File: src/hdl/bsl_pkg.sv
`timescale 1ns / 1ps

package bsl_pkg;

    localparam int MAX_BUTTONS = 8;
    localparam int MAX_CODE    = 8;
    localparam int TIMER_BITS  = 32;

    localparam int LAMP_W  = 8;
    localparam int DIGIT_W = 3;
    localparam int CNT_W   = 4;
    localparam int IDX_W   = 3;
    localparam int WORD_W  = 24;
    localparam int DUR_W   = 32;
    localparam int ADDR_W  = 5;
    localparam int DATA_W  = 32;

    localparam int HALF_RIGHT = 250;

    localparam logic [1:0] ACT_SCAN    = 2'd0;
    localparam logic [1:0] ACT_RESTART = 2'd1;
    localparam logic [1:0] ACT_FORCE   = 2'd2;

    localparam logic [2:0] REG_BUTTON_COUNT = 3'd0;
    localparam logic [2:0] REG_CODE_LENGTH  = 3'd1;
    localparam logic [2:0] REG_CODE_WORD    = 3'd2;
    localparam logic [2:0] REG_WRONG_TICKS  = 3'd3;
    localparam logic [2:0] REG_RIGHT_TICKS  = 3'd4;

    typedef enum logic [1:0] {
        PH_ENTER  = 2'd0,
        PH_WRONG  = 2'd1,
        PH_RIGHT  = 2'd2,
        PH_SOLVED = 2'd3
    } phase_t;

    typedef struct packed {
        logic start;
        logic scan_step;
        logic check_step;
        logic judge;
        logic show;
    } bsl_cmd_t;

    typedef struct packed {
        logic scan_needed;
        logic scan_last;
        logic count_zero;
        logic check_last;
    } bsl_status_t;

endpackage

File: src/hdl/bsl_ctrl.sv
`timescale 1ns / 1ps

module bsl_ctrl
    import bsl_pkg::*;
(
    input  logic        clk,
    input  logic        rst_n,
    input  logic        in_valid,
    output logic        in_ready,
    output logic        out_valid,
    input  logic        out_ready,
    input  bsl_status_t status,
    output bsl_cmd_t    cmd
);

    typedef enum logic [2:0] {
        S_IDLE,
        S_SCAN,
        S_CHECK,
        S_JUDGE,
        S_SHOW
    } state_t;

    state_t state_reg;
    state_t state_next;
    logic   out_valid_reg;
    logic   out_valid_next;
    logic   out_free;

    assign out_free  = !out_valid_reg || out_ready;
    assign in_ready  = (state_reg == S_IDLE);
    assign out_valid = out_valid_reg;

    always_comb
    begin
        cmd        = '0;
        state_next = state_reg;
        case (state_reg)
            S_IDLE:
            begin
                cmd.start = in_valid;
                if (in_valid)
                begin
                    state_next = S_SCAN;
                end
            end
            S_SCAN:
            begin
                cmd.scan_step = status.scan_needed;
                if (!status.scan_needed || status.scan_last)
                begin
                    state_next = S_CHECK;
                end
            end
            S_CHECK:
            begin
                cmd.check_step = !status.count_zero;
                if (status.count_zero || status.check_last)
                begin
                    state_next = S_JUDGE;
                end
            end
            S_JUDGE:
            begin
                cmd.judge  = 1'b1;
                state_next = S_SHOW;
            end
            S_SHOW:
            begin
                cmd.show = out_free;
                if (out_free)
                begin
                    state_next = S_IDLE;
                end
            end
            default:
            begin
                state_next = S_IDLE;
            end
        endcase
    end

    always_comb
    begin
        out_valid_next = out_valid_reg;
        if (cmd.show)
        begin
            out_valid_next = 1'b1;
        end
        else if (out_ready)
        begin
            out_valid_next = 1'b0;
        end
    end

    always_ff @(posedge clk or negedge rst_n)
    begin
        if (!rst_n)
        begin
            state_reg     <= S_IDLE;
            out_valid_reg <= 1'b0;
        end
        else
        begin
            state_reg     <= state_next;
            out_valid_reg <= out_valid_next;
        end
    end

endmodule

File: src/hdl/bsl_dp.sv
`timescale 1ns / 1ps

module bsl_dp
    import bsl_pkg::*;
(
    input  logic               clk,
    input  logic               rst_n,
    input  bsl_cmd_t           cmd,
    output bsl_status_t        status,
    input  logic [1:0]         action,
    input  logic [LAMP_W-1:0]  button_levels,
    input  logic [CNT_W-1:0]   button_count,
    input  logic [CNT_W-1:0]   code_length,
    input  logic [WORD_W-1:0]  code_word,
    input  logic [DUR_W-1:0]   wrong_show_ticks,
    input  logic [DUR_W-1:0]   right_show_ticks,
    output logic [LAMP_W-1:0]  lamps_lit,
    output logic [1:0]         phase,
    output logic               solved_pulse
);

    localparam int RW    = $clog2(HALF_RIGHT);
    localparam int CMP_W = DUR_W + 1;
    localparam logic [TIMER_BITS-1:0] TIMER_MAX = '1;

    function automatic logic [DIGIT_W-1:0] code_digit(logic [WORD_W-1:0] w,
                                                      logic [IDX_W-1:0] pos);
        logic [WORD_W-1:0] s;
        s = w >> (DIGIT_W * int'(pos));
        return s[DIGIT_W-1:0];
    endfunction

    function automatic logic [LAMP_W-1:0] lamp_bit(logic [DIGIT_W-1:0] d);
        return LAMP_W'(1) << d;
    endfunction

    function automatic logic [LAMP_W-1:0] low_mask(logic [CNT_W-1:0] n);
        logic [LAMP_W-1:0] m;
        for (int i = 0; i < LAMP_W; i++)
        begin
            m[i] = (i < int'(n));
        end
        return m;
    endfunction

    // Code lamps alternate by position; a later position wins on a shared lamp.
    function automatic logic [LAMP_W-1:0] right_lamps(logic [WORD_W-1:0] w,
                                                      logic [CNT_W-1:0] n,
                                                      logic p);
        logic [LAMP_W-1:0]  acc;
        logic [DIGIT_W-1:0] d;
        acc = '0;
        for (int i = 0; i < MAX_CODE; i++)
        begin
            if (i < int'(n))
            begin
                d = w[DIGIT_W*i +: DIGIT_W];
                acc[d] = ((p ^ i[0]) == 1'b0);
            end
        end
        return acc;
    endfunction

    logic [CNT_W-1:0]      nb;
    logic [CNT_W-1:0]      len;
    logic [LAMP_W-1:0]     mask;

    phase_t                phase_reg, phase_next;
    logic [MAX_BUTTONS-1:0] held_reg, held_next;
    logic [CNT_W-1:0]      count_reg, count_next;
    logic [TIMER_BITS-1:0] elapsed_reg, elapsed_next;
    logic [RW-1:0]         sub_reg, sub_next;
    logic [1:0]            quarter_reg, quarter_next;
    logic [LAMP_W-1:0]     hold_reg, hold_next;
    logic [IDX_W-1:0]      idx_reg, idx_next;
    logic                  force_reg, force_next;
    logic                  pulse_reg, pulse_next;
    logic                  mismatch_reg, mismatch_next;

    logic [DIGIT_W-1:0]    seq_mem [MAX_CODE];
    logic                  seq_we;
    logic [IDX_W-1:0]      seq_waddr;
    logic [DIGIT_W-1:0]    seq_wdata;
    logic [LAMP_W-1:0]     levels_reg, levels_next;
    logic [DIGIT_W-1:0]    last_reg, last_next;
    logic [LAMP_W-1:0]     acc_reg, acc_next;
    logic [LAMP_W-1:0]     lamps_reg, lamps_next;
    phase_t                ph_out_reg, ph_out_next;
    logic                  pulse_out_reg, pulse_out_next;

    logic                  el_max;
    logic                  wrong_end;
    logic                  right_end;
    logic                  pressed;
    logic [DIGIT_W-1:0]    rd_digit;
    logic [DIGIT_W-1:0]    btn;
    logic [LAMP_W-1:0]     show_lamps;
    phase_t                show_phase;

    assign nb = (button_count == '0) ? CNT_W'(1) :
                (button_count > CNT_W'(MAX_BUTTONS)) ? CNT_W'(MAX_BUTTONS) : button_count;
    assign len = (code_length == '0) ? CNT_W'(1) :
                 (code_length > CNT_W'(MAX_CODE)) ? CNT_W'(MAX_CODE) : code_length;
    assign mask = low_mask(nb);

    assign el_max    = (elapsed_reg == TIMER_MAX);
    assign wrong_end = (CMP_W'(elapsed_reg) >= CMP_W'(wrong_show_ticks)) || el_max;
    assign right_end = (CMP_W'(elapsed_reg) >= CMP_W'(right_show_ticks)) || el_max;

    assign status.scan_needed = (phase_reg == PH_ENTER) && !force_reg;
    assign status.scan_last   = (CNT_W'(idx_reg) == nb - CNT_W'(1));
    assign status.count_zero  = (count_reg == '0);
    assign status.check_last  = (CNT_W'(idx_reg) == count_reg - CNT_W'(1));

    assign rd_digit = seq_mem[idx_reg];
    assign btn      = DIGIT_W'(idx_reg);
    assign pressed  = !levels_reg[idx_reg];

    always_comb
    begin
        phase_next    = phase_reg;
        held_next     = held_reg;
        count_next    = count_reg;
        elapsed_next  = elapsed_reg;
        sub_next      = sub_reg;
        quarter_next  = quarter_reg;
        hold_next     = hold_reg;
        idx_next      = idx_reg;
        force_next    = force_reg;
        pulse_next    = pulse_reg;
        mismatch_next = mismatch_reg;
        levels_next   = levels_reg;
        last_next     = last_reg;
        acc_next      = acc_reg;
        lamps_next    = lamps_reg;
        ph_out_next   = ph_out_reg;
        pulse_out_next = pulse_out_reg;
        seq_we        = 1'b0;
        seq_waddr     = count_reg[IDX_W-1:0];
        seq_wdata     = btn;
        show_lamps    = '0;
        show_phase    = phase_reg;

        if (cmd.start)
        begin
            levels_next   = button_levels;
            force_next    = (action == ACT_FORCE);
            pulse_next    = 1'b0;
            acc_next      = '0;
            idx_next      = '0;
            mismatch_next = 1'b0;
            if (action == ACT_FORCE)
            begin
                phase_next   = PH_RIGHT;
                elapsed_next = '0;
                sub_next     = '0;
                quarter_next = '0;
            end
            else
            begin
                if ((phase_reg == PH_WRONG || phase_reg == PH_RIGHT) && !el_max)
                begin
                    elapsed_next = elapsed_reg + TIMER_BITS'(1);
                    if (sub_reg == RW'(HALF_RIGHT - 1))
                    begin
                        sub_next     = '0;
                        quarter_next = quarter_reg + 2'd1;
                    end
                    else
                    begin
                        sub_next = sub_reg + RW'(1);
                    end
                end
                if (action == ACT_RESTART)
                begin
                    phase_next = PH_ENTER;
                    count_next = '0;
                    hold_next  = '0;
                end
            end
        end

        if (cmd.scan_step)
        begin
            if (pressed && !held_reg[idx_reg])
            begin
                held_next[idx_reg] = 1'b1;
            end
            else if (!pressed && held_reg[idx_reg])
            begin
                held_next[idx_reg] = 1'b0;
                if ((count_reg < len) && ((count_reg == '0) || (last_reg != btn)))
                begin
                    seq_we     = 1'b1;
                    count_next = count_reg + CNT_W'(1);
                    last_next  = btn;
                end
            end
            idx_next = status.scan_last ? '0 : idx_reg + IDX_W'(1);
        end

        if (cmd.check_step)
        begin
            acc_next = acc_reg | lamp_bit(rd_digit);
            if (rd_digit != code_digit(code_word, idx_reg))
            begin
                mismatch_next = 1'b1;
            end
            idx_next = status.check_last ? '0 : idx_reg + IDX_W'(1);
        end

        if (cmd.judge && status.scan_needed && !status.count_zero)
        begin
            if (mismatch_reg)
            begin
                phase_next   = PH_WRONG;
                elapsed_next = '0;
                sub_next     = '0;
                quarter_next = '0;
            end
            else if (count_reg == len)
            begin
                phase_next   = PH_RIGHT;
                elapsed_next = '0;
                sub_next     = '0;
                quarter_next = '0;
                pulse_next   = 1'b1;
            end
        end

        if (cmd.show)
        begin
            case (phase_reg)
                PH_WRONG:
                begin
                    if (wrong_end)
                    begin
                        count_next = '0;
                        show_phase = PH_ENTER;
                    end
                    else if (!quarter_reg[1])
                    begin
                        show_lamps = acc_reg;
                    end
                end
                PH_RIGHT:
                begin
                    if (right_end)
                    begin
                        hold_next  = low_mask(len) & mask;
                        show_phase = PH_SOLVED;
                        show_lamps = low_mask(len) & mask;
                    end
                    else
                    begin
                        show_lamps = right_lamps(code_word, len, quarter_reg[0]);
                    end
                end
                PH_ENTER:
                begin
                    show_lamps = acc_reg;
                end
                PH_SOLVED:
                begin
                    show_lamps = hold_reg;
                end
                default:
                begin
                    show_lamps = '0;
                end
            endcase
            phase_next     = show_phase;
            lamps_next     = show_lamps & mask;
            ph_out_next    = show_phase;
            pulse_out_next = pulse_reg;
        end
    end

    always_ff @(posedge clk or negedge rst_n)
    begin
        if (!rst_n)
        begin
            phase_reg    <= PH_ENTER;
            held_reg     <= '0;
            count_reg    <= '0;
            elapsed_reg  <= '0;
            sub_reg      <= '0;
            quarter_reg  <= '0;
            hold_reg     <= '0;
            idx_reg      <= '0;
            force_reg    <= 1'b0;
            pulse_reg    <= 1'b0;
            mismatch_reg <= 1'b0;
        end
        else
        begin
            phase_reg    <= phase_next;
            held_reg     <= held_next;
            count_reg    <= count_next;
            elapsed_reg  <= elapsed_next;
            sub_reg      <= sub_next;
            quarter_reg  <= quarter_next;
            hold_reg     <= hold_next;
            idx_reg      <= idx_next;
            force_reg    <= force_next;
            pulse_reg    <= pulse_next;
            mismatch_reg <= mismatch_next;
        end
    end

    always_ff @(posedge clk)
    begin
        if (seq_we)
        begin
            seq_mem[seq_waddr] <= seq_wdata;
        end
        levels_reg    <= levels_next;
        last_reg      <= last_next;
        acc_reg       <= acc_next;
        lamps_reg     <= lamps_next;
        ph_out_reg    <= ph_out_next;
        pulse_out_reg <= pulse_out_next;
    end

    assign lamps_lit    = lamps_reg;
    assign phase        = ph_out_reg;
    assign solved_pulse = pulse_out_reg;

endmodule

File: src/hdl/button_sequence_lock.sv
`timescale 1ns / 1ps
// Flow: an accepted item walks the buttons in use (only while the lock is entering),
// then the entries taken so far, then a judge step and a show step; the show step
// stalls while an earlier result still waits to be taken.
// Items are taken one at a time; the next item is taken while a result waits.
// Reset: asynchronous and active low; the lock returns to entering with no entries.

module button_sequence_lock
    import bsl_pkg::*;
(
    input  logic              clk,
    input  logic              rst_n,
    input  logic              in_valid,
    output logic              in_ready,
    input  logic [1:0]        action,
    input  logic [LAMP_W-1:0] button_levels,
    output logic              out_valid,
    input  logic              out_ready,
    output logic [LAMP_W-1:0] lamps_lit,
    output logic [1:0]        phase,
    output logic              solved_pulse,
    input  logic              psel,
    input  logic              penable,
    input  logic              pwrite,
    input  logic [ADDR_W-1:0] paddr,
    input  logic [DATA_W-1:0] pwdata,
    output logic [DATA_W-1:0] prdata,
    output logic              pready
);

    logic [CNT_W-1:0]  button_count_reg;
    logic [CNT_W-1:0]  code_length_reg;
    logic [WORD_W-1:0] code_word_reg;
    logic [DUR_W-1:0]  wrong_ticks_reg;
    logic [DUR_W-1:0]  right_ticks_reg;
    logic [2:0]        reg_index;
    logic              wr_en;
    bsl_cmd_t          cmd;
    bsl_status_t       status;

    assign pready    = 1'b1;
    assign reg_index = paddr[ADDR_W-1:2];
    assign wr_en     = psel && penable && pwrite && pready;

    always_ff @(posedge clk or negedge rst_n)
    begin
        if (!rst_n)
        begin
            button_count_reg <= CNT_W'(8);
            code_length_reg  <= CNT_W'(4);
            code_word_reg    <= '0;
            wrong_ticks_reg  <= '0;
            right_ticks_reg  <= '0;
        end
        else if (wr_en)
        begin
            case (reg_index)
                REG_BUTTON_COUNT: button_count_reg <= pwdata[CNT_W-1:0];
                REG_CODE_LENGTH:  code_length_reg  <= pwdata[CNT_W-1:0];
                REG_CODE_WORD:    code_word_reg    <= pwdata[WORD_W-1:0];
                REG_WRONG_TICKS:  wrong_ticks_reg  <= pwdata[DUR_W-1:0];
                REG_RIGHT_TICKS:  right_ticks_reg  <= pwdata[DUR_W-1:0];
                default:          ;
            endcase
        end
    end

    always_comb
    begin
        case (reg_index)
            REG_BUTTON_COUNT: prdata = DATA_W'(button_count_reg);
            REG_CODE_LENGTH:  prdata = DATA_W'(code_length_reg);
            REG_CODE_WORD:    prdata = DATA_W'(code_word_reg);
            REG_WRONG_TICKS:  prdata = DATA_W'(wrong_ticks_reg);
            REG_RIGHT_TICKS:  prdata = DATA_W'(right_ticks_reg);
            default:          prdata = '0;
        endcase
    end

    bsl_ctrl u_ctrl (
        .clk       (clk),
        .rst_n     (rst_n),
        .in_valid  (in_valid),
        .in_ready  (in_ready),
        .out_valid (out_valid),
        .out_ready (out_ready),
        .status    (status),
        .cmd       (cmd)
    );

    bsl_dp u_dp (
        .clk              (clk),
        .rst_n            (rst_n),
        .cmd              (cmd),
        .status           (status),
        .action           (action),
        .button_levels    (button_levels),
        .button_count     (button_count_reg),
        .code_length      (code_length_reg),
        .code_word        (code_word_reg),
        .wrong_show_ticks (wrong_ticks_reg),
        .right_show_ticks (right_ticks_reg),
        .lamps_lit        (lamps_lit),
        .phase            (phase),
        .solved_pulse     (solved_pulse)
    );

endmodule

File: config.mk
export PLATFORM = sky130hd
export DESIGN_NAME = button_sequence_lock
export DESIGN_NICKNAME = d
export VERILOG_FILES = /design/src/hdl/bsl_pkg.sv /design/src/hdl/bsl_ctrl.sv /design/src/hdl/bsl_dp.sv /design/src/hdl/button_sequence_lock.sv
export SDC_FILE = /design/constraint.sdc
export NUM_CORES = 1
export LEC_CHECK = 0
export BUFFER_PORTS_ARGS = -buffer_cell sky130_fd_sc_hd__buf_4
export CAP_MARGIN = 0
export CORE_ASPECT_RATIO = 1.75
export CORE_MARGIN = 2
export CORE_UTILIZATION = 40
export CTS_BUF_LIST = sky130_fd_sc_hd__clkbuf_8
export CTS_CLUSTER_SIZE = 30
export DETAILED_ROUTE_END_ITERATION = 7
export PLACE_DENSITY = 0.59
export SYNTH_ARGS = -nofsm -noshare
export SYNTH_HDL_FRONTEND = slang
export SYNTH_SLANG_ARGS = --single-unit
export TNS_END_PERCENT = 10
File: constraint.sdc
create_clock -name clk -period 4.5 [get_ports clk]
set_input_delay 0.225 -clock clk [delete_from_list [all_inputs] [get_ports clk]]
set_output_delay 0.225 -clock clk [all_outputs]
set_load 0.005 [all_outputs]
# [Word level (Yosys, flattened, before mapping)]
# Memories as Yosys holds them, arrays and structs flattened.
# Cells that the tools add are included.
[word_totals] register_bits=200 latchBits=0 ram_bits=24 mem_bits_ro=0 in_bits=54 output_inout_bits=46 wordCells=305 mem_count=1
[op_classes] add_sub_neg=7 multipliers=1 div_mod_pow=0 magnitude_cmp=39 n_eq_ne=24 shift=2 muxes=148 bitwise_logic=9 reduce_logical=50
[memory_table] memory="u_dp.seq_mem" words=8 width=3 read_ports=1 rd_clocked_by_memory_dff=0 wr=1 line="bsl_dp.sv:80" rtl="logic [DIGIT_W-1:0] seq_mem [MAX_CODE];"
[ops] cell="2-to-1 mux 8 bit" count=50
[ops] cell="2-to-1 mux 32 bit" count=6
[ops] cell="one-hot mux 32 bit (5 select lines)" count=1
[ops] cell=">= comparator 32 bit" count=2
[ops] cell="bitwise mux 8 bit" count=7
[ops] cell="2-to-1 mux 4 bit" count=14
[ops] cell="less-than comparator 3 x 4 -> 1 bit, second input constant" count=9
[ops] cell="adder 32 x 1 -> 32 bit, second input constant" count=1
[ops] cell="bitwise AND 8 bit" count=4
[ops] cell="== test 32 bit, second input constant" count=1
[ops] cell="less-than comparator 3 x 4 -> 1 bit, first input constant" count=8
[ops] cell="2-to-1 mux 2 bit" count=16
[ops] cell="one-hot mux 8 bit (4 select lines)" count=1
[ops] cell="right shift 24 x 32 -> 3 bit" count=1
[ops] cell="2-to-1 mux 1 bit" count=31
[ops] cell="demux 1 bit (select 3 bit)" count=9
[ops] cell=">= comparator 3 x 1 -> 1 bit, second input constant" count=9
[ops] cell="2-to-1 mux 3 bit" count=9
[ops] cell="logical AND 1 bit" count=18
[ops] cell="less-than comparator 1 x 4 -> 1 bit, first input constant" count=4
[ops] cell="less-than comparator 2 x 4 -> 1 bit, first input constant" count=4
[ops] cell="bitwise OR 8 bit" count=2
[ops] cell="one-hot mux 3 bit (5 select lines)" count=1
[ops] cell="== test 3 x 2 -> 1 bit, second input constant" count=4
[ops] cell="32 further kinds" count=68

# [Logic depth before layout (Yosys ltp)]
# Gate-level depths: netlist of run 1.
[depth] depth_word=45 mapped_depth=14 ltp_nobuf=11

# [Cells and area by module]
# Synthesis of run 1 repeated with hierarchy kept, for this count alone.
[hier_totals] hier_cells=1391 area_unflattened_um2=14014.7
[by_module_without_submodules] module="bsl_dp" n_inst=1 cells_each=1051 area_per_inst_um2=9429.0
[by_module_without_submodules] module="button_sequence_lock" n_inst=1 cells_each=315 area_per_inst_um2=4337.9
[by_module_without_submodules] module="bsl_ctrl" n_inst=1 cells_each=25 area_per_inst_um2=247.7

# [Worst setup path before layout of run 1]
# OpenSTA, ideal clock, no wires.
[synth_path] kind="register -> register" from="register u_dp.idx_reg[1] (netlist: u_dp.btn[1])" to="memory u_dp.seq_mem[4][0], enable pin" setup_time_ps=349 t_arrival_ps=2838 slack_ps=1312 path_stages_with_launch=14 n_path_buf=4 period_less_slack_ps=3188 cell_sequence="dfrtp_1 buf_2 buf_1 nor2b_1 a22oi_1 a21oi_1 a211oi_1 ha_1 clkbuf_1 nor4b_1 and3_1 buf_4 nand2_1 nor3b_1"
[synth_via] elab_chain_cells=9 word_cells_on_any_way=17
[synth_rtl] item="start: declaration" line="bsl_dp.sv:75" rtl="logic [IDX_W-1:0] idx_reg, idx_next;"
[synth_rtl] item="start signal: assignment" line="bsl_dp.sv:304" rtl="idx_reg <= idx_next;"
[synth_rtl] item="branches (longest 5 deep; another with binary-select mux 1 bit (select 3 bit))"
[synth_rtl] item="2-to-1 mux 1 bit *" line="bsl_dp.sv:185" rtl="if (pressed && !held_reg[idx_reg])"
[synth_rtl] item="2-to-1 mux 1 bit *" line="bsl_dp.sv:183" rtl="if (cmd.scan_step)"
[synth_rtl] item="2-to-1 mux 1 bit *" line="bsl_dp.sv:313" rtl="if (seq_we)"
[synth_rtl] item="2-to-1 mux 1 bit (implied by the code) *" line="bsl_dp.sv:315" rtl="seq_mem[seq_waddr] <= seq_wdata;"
[synth_rtl] item="end: declaration" line="bsl_dp.sv:80"
# Every way passes the cells marked *. The select of a mux whose other input is x is not followed.

# [Worst setup path after layout of run 1]
[layout_path] from="register u_dp.idx_reg[1] (netlist: u_dp.btn[1])" to="memory u_dp.seq_mem[4][1], enable pin"
# The elaborated chain is that of the path after synthesis.

==> results of run 1 <==
## metrics by stage
stage	utilization	cells	instance area (um^2)	power [mW]	hold slack [ps]
floorplan	-	1467	13800	4.52	-70.6
global placement	0.436	1962	14900	5.34	365
detailed placement	0.436	1962	14900	5.40	378
CTS	0.470	2070	16100	7.28	52.6
global route	0.470	2070	16100	7.68	86.2
finish	0.470	2070	16100	7.24	77.8
## cells by family after synthesis
family | share of synthesized area
DFF | 0.426
muxes | 0.0748
buffers and inverters | 0.0501
other | 0.000272
AOI/OAI and AO/OA | 0.164
xor gates and xnor gates | 0.0260
and+or+nand+nor | 0.182
adders and majority gates | 0.0771
## routing by layer
layer | GRT usage | wire length, um | vias to the layer above
met4 | 0.159 | 3140 | 0
li1 | - | - | 5543
met2 | 0.447 | 23400 | 415
met1 | 0.247 | 14700 | 5673
met3 | 0.0336 | 1760 | 164
met5 | 0 | 0 | -
## worst max-delay path, stage by stage (launching register included)
cell      delay (ps)
dfrtp_1          370
buf_4            210
nor2b_1          300
a22oi_1          140
a21oi_1          180
a211oi_1          80
ha_1             320
nor4b_1          400
and3_1           210
buf_4            170
nand2_1          120
nor3b_1          540
## worst max path at each step
stage | start | endpoint | cells past startpoint
floorplan | u_dp.btn[1] | u_dp.seq_mem[4][0] | 13
global placement | u_dp.btn[1] | u_dp.seq_mem[4][1] | 11
detailed placement | u_dp.btn[1] | u_dp.seq_mem[4][1] | 11
CTS | u_dp.btn[1] | u_dp.seq_mem[4][1] | 11
global route | u_dp.btn[1] | u_dp.seq_mem[4][1] | 11
finish | u_dp.btn[1] | u_dp.seq_mem[4][1] | 11
## layout make-up
type | count | share of cell area
clock inverter | 24 | 0.0100
sequential | 224 | 0.365
inverter | 90 | 0.0210
tap | 460 | 0.0358
timing repair buffer | 159 | 0.0819
clock buffer | 41 | 0.0351
multi-input combinational | 1072 | 0.451
## power by group through the flow
stage	combinational [mW]	clock [mW]	sequential, mW
after floorplan	1.78	0	2.74
after global placement	2.38	0	2.96
after detailed placement	2.43	0	2.97
after CTS	2.48	1.87	2.94
after global routing	2.72	1.95	3.00
final	2.47	1.82	2.95
## synthesized netlist by cell type (all sizes together) (40+ instances only)
| cell | n |
|---|---|
| nor2 | 94 |
| a21oi | 60 |
| nand3 | 40 |
| nor3 | 42 |
| mux2 | 45 |
| nand2 | 182 |
| ha | 85 |
| edfxtp | 54 |
| inv | 90 |
| o21ai | 138 |
| dfrtp | 168 |
| clkbuf | 50 |
## layout by cell type, fill, tap and decap left out, drive strengths merged, types with 9 or more instances in the layout
cell and count:
nand2 182, dfrtp 168, o21ai 138, buf 116
inv 101, nor2 94, ha 85, a21oi 60
edfxtp 54, mux2 45, dlygate4sd3 43, nor3 42
clkbuf 41, nand3 40, mux2i 39, xnor2 24
nand4 23, a31oi 21, a221oi 18, xor2 17
nor2b 16, nand2b 15, a22o 14, or3 14
nor4 12, and2 10, a21o 10, nor3b 10
clkinv 10, o211ai 9, a211oi 9
==> key figures, run 1 <==
Outcome
  • Status: finished clean

STA
  • Minimum clock period: 3410 ps
  • RSZ-0062 raised after global routing: false
  • Clock Skews: 47.1 ps
  • FMAX: 293 MHz
  • Final setup viols: 0
  • Final hold vios: 0
  • Period utilization: 0.758
  • Slew @ Worst Pin: 1030 ps
  • Worst relative slew slack: 0.310
  • Fin. max-slew vios: 0
  • Final setup TNS: 0 ps
  • Final worst setup slack: 1090 ps

Yosys
  • Syn Nets: 1606
  • Synthesized area per cell: 9.41 um^2
  • Synth top area share: 0.305
  • FFs w/ async S/R, synth: 0.759
  • Cell taking the most area after synthesis: dfrtp_1
  • EDFF count, synth: 54
  • Main flop type after synthesis: dfrtp_1
  • Netlist cell types: between 80 and 90
  • Sequential share of the synthesized area: 0.426
  • Syn Inst Count: 1467
  • Largest cells by area after synthesis: dfrtp_1 30%, edfxtp_1 12%, ha_1 7.7%, nand2_1 4.9%, o21ai_0 4.9%
  • Warnings from Yosys: 0
  • Synthesized area: 13800 um^2
  • Flops & latches, synth: 224

Min path
  • Worst Hold Launch: in_valid
  • Hold depth: 4
  • Worst min path class: input port to flip-flop
  • Worst Hold End: u_ctrl.state_reg[0]

Route
  • Final WL: 43.0 mm
  • Post-route DRC: 0
  • Post-DR vias/cell: around 5.7
  • Routed length per placed instance: between 20 and 25 um
  • Router iterations before antenna repair: 5
  • Post-route ant nets: 0
  • DR vias: 11795
  • Initial DRC Count: 636

Pwr
  • Combinational share of power: 0.341
  • Clock network power share: 0.252
  • Leakage: approximately 7.0 nW
  • PwrDens: 450 nW/um^2
  • Seq pwr share: 0.407
  • Worst VDD drop: 0.260 mV
  • Net Sw Frac: 0.385
  • Psw: around 2.8 mW
  • Pint: 4.45 mW

Final layout
  • Ant. Diodes: 0
  • # nets final: roughly 1700
  • Layout filler cell count: between 3000 and 4000
  • Register area: ~5900 um^2
  • Area occupied by multi-input gates: just over 7000 um^2
  • Layout cells sized above 1: 0.155
  • Area Growth Syn to Fin: 16.6%

Clock tree
  • CTS H-tree lvls: 2
  • Post-CTS Hold Fix Bufs: 43
  • CTS tree: yes
  • Postcts setup bufs: 0
  • # resized after CTS: 0
  • Root buffer cell: clkbuf_8
  • Skew-Pair Late Insertion Delay: 570 ps
  • Reg clk slew, reported paths: 70 ps
  • Clk sinks: approximately 220
  • CTS Buf Count: 37
  • Clk buf depth: 3

Critical path
  • CP endpoint kind: flip-flop
  • WP data required: 4700 ps
  • Arr. time, crit path: 3610 ps
  • Worst r2r dst: u_dp.seq_mem[4][1]
  • Setup crit start kind: flip-flop
  • R2R setup slack: 1090 ps
  • R2R cell count: 11
  • R2r startpoint: u_dp.btn[1]
  • Critical path class: flip-flop to flip-flop
  • Crit Path Max Fanout: 24

Floorplanning
  • Starting Density: 0.403
  • # rows: 90
  • I/O pin count: 100
  • Die W: roughly 140 um
  • Die area: 36100 um^2
  • Core ar.: 34200 um^2
  • Die H: 250 um

Placed design
  • Placer congestion estimate: 0.918
  • Dpl ws: around 1000 ps
  • Post-DP HPWL: 32.1 mm
  • Number of port buffers: 96

Global routing
  • GRT Resource Usage Total: 0.242
  • Initial antenna violation count: 0
  • Gr ovfl total: 0
  • Global-route wire length before repair: 66.9 mm
  • Largest net degree at the start of global routing: 89
  • Vias in the first global route: about 12000

Job
  • Max_cap viols: 0
(Power assumes the default switching activity.)
==> run 2: changes to the inputs <==
--- a/config.mk
+++ b/config.mk
@@ -13,7 +13,7 @@
 export CTS_BUF_LIST = sky130_fd_sc_hd__clkbuf_8
 export CTS_CLUSTER_SIZE = 30
 export DETAILED_ROUTE_END_ITERATION = 7
-export PLACE_DENSITY = 0.59
+export PLACE_DENSITY = 0.61
 export SYNTH_ARGS = -nofsm -noshare
 export SYNTH_HDL_FRONTEND = slang
 export SYNTH_SLANG_ARGS = --single-unit
==> constraint.sdc (replaced) <==
create_clock -name clk -period 2.8 [get_ports clk]
set_input_delay 0.14 -clock clk [delete_from_list [all_inputs] [get_ports clk]]
set_output_delay 0.14 -clock clk [all_outputs]
set_load 0.005 [all_outputs]
==> key figures, run 2 (synthesis results as in run 1) <==
Clock tree
  • CTS H-tree lvls: 2
  • Clk buf depth: 3
  • CTS tree: yes
  • Skew-Pair Late Insertion Delay: between 500 and 600 ps
  • Clk sinks: 224
  • Root buffer cell: clkbuf_8
  • CTS Buf Count: 37
  • Reg clk slew, reported paths: 60 ps

Critical path
  • Arr. time, crit path: approximately 3200 ps
  • Critical path class: flip-flop to flip-flop
  • Setup crit start kind: flip-flop
  • CP endpoint kind: flip-flop
  • Crit Path Max Fanout: 8
  • WP data required: between 3000 and 4000 ps

STA
  • RSZ-0062 raised after global routing: true
  • Period utilization: 1.01
  • Final hold vios: 0
  • Minimum clock period: 2840 ps
  • FMAX: approximately 350 MHz
  • Clock Skews: 34.0 ps
  • Fin. max-slew vios: 0
  • Worst relative slew slack: 0.522
  • Final setup viols: 4
  • Final worst setup slack: -36.1 ps
  • Slew @ Worst Pin: 714 ps

Route
  • Router iterations before antenna repair: 7
  • Post-DR vias/cell: 5.63
  • Routed length per placed instance: 21.1 um
  • DR vias: 12575
  • Post-route DRC: 0
  • Initial DRC Count: 689
  • Post-route ant nets: 0
  • Final WL: 47.1 mm

Global routing
  • Vias in the first global route: approximately 13000
  • Global-route wire length before repair: between 70 and 80 mm
  • Gr ovfl total: 0
  • GRT Resource Usage Total: 0.262
  • Largest net degree at the start of global routing: 68
  • Initial antenna violation count: 0

Floorplanning
  • # rows: 90
  • Die H: around 250 um
  • Core ar.: 34200 um^2
  • Die W: 144 um
  • I/O pin count: 100
  • Starting Density: 0.403
  • Die area: about 36000 um^2

Final layout
  • Layout cells sized above 1: 0.252
  • # nets final: 1890
  • Final Cell Area: between 15000 and 20000 um^2
  • Ant. Diodes: 0
  • Most frequent cells in the layout: 270 x buf_4, 180 x nand2_1, 164 x dfrtp_1, 133 x o21ai_0, 101 x inv_1
  • Area occupied by multi-input gates: around 7500 um^2
  • Area Growth Syn to Fin: 27.7%
  • Most common cell after layout, fill and taps aside: buf_4
  • Register area: ~6000 um^2
  • Layout filler cell count: 3274

Placed design
  • Post-DP Area: 16100 um^2
  • Number of port buffers: 96
  • Post-DP HPWL: 35.7 mm
  • Placer congestion estimate: 0.968

Pwr
  • Leakage: ~7.9 nW
  • Worst VDD drop: 0.433 mV
  • PwrDens: 699 nW/um^2
  • Final Power: 12.3 mW

Outcome
  • Status: finished, violations left
  • Violated checks: negative setup slack

Min path
  • Worst min path class: input port to flip-flop

Job
  • Max_cap viols: 0
run 2: changes by cell type in the layout (fill, tap and decap cells not counted), moves of 4 or more:
cell	previous run	this run
a221oi_1	16	10
a221oi_2	2	8
buf_4	114	270
buf_6	1	7
clkinv_2	8	1
dfrtp_1	168	164
dfrtp_2	0	4
ha_1	85	81
nor3_1	37	31
run 2: what timing repair did:
item,4_1_cts,5_1_grt
hold buffers,44,0
hold endpoints to repair,172,0
setup endpoints to repair,46,49
pin swaps,13,17
buffers inserted,9,4
resized for setup,31,23
run 2: metrics by stage:
stage	instances	hold slack (ps)	setup WS [ps]	setup TNS, ps	utilization
floorplan	1467	-156	0.273	0	-
global placement	2115	190	-573	-10930	0.472
detailed placement	2115	187	-586	-11740	0.472
CTS	2229	27.5	-54.8	-54.8	0.510
global route	2233	58.2	-177	-1150	0.515
finish	2233	46.7	-36.1	-116	0.515
run 2: metal layers:
metal	vias to the layer above	track usage	wire (um)
li1	5872	-	-
met1	6098	0.255	15700
met2	422	0.492	25600
met3	183	0.0349	1720
met4	0	0.184	3970
met5	-	0	0
run 2: final timing paths:
path / from / end / slack [ps] / cells past startpoint
setup / recovery: u_dp.elapsed_reg[25] / u_dp.lamps_lit[7] / -40 / 10
hold / removal: action[1] / u_dp.phase_reg[1] / 50 / 4
setup reg to reg: u_dp.elapsed_reg[25] / u_dp.lamps_lit[7] / -40 / 10
hold reg to reg: u_dp.pulse_reg / u_dp.solved_pulse / 450 / 0
max in group asynchronous: rst_n / u_dp.btn[1] / 1870 / 3
min in group asynchronous: rst_n / code_word_reg[7] / 160 / 2
run 2: critical path, cell delays in order, from the launching register on:
cell and delay (ps):
dfrtp_1 390, buf_6 130, ha_4 200, a21o_1 180, a221o_1 340, a221oi_2 330, o211ai_1 130, a21o_2 290
buf_6 160, a211o_1 250, a221oi_2 240
run 2: final cells by class:
class	count	area share
inverter	90	0.0192
multi-input combinational	1072	0.427
sequential	224	0.334
clock buffer	43	0.0336
timing repair buffer	326	0.149
clock inverter	18	0.00419
tap	460	0.0327
run 2: where the power goes:
part           internal (mW)  switching (mW)  total [mW]
combinational           2.16            2.74        4.90
sequential              4.01           0.670        4.68
clock                   1.39            1.35        2.73
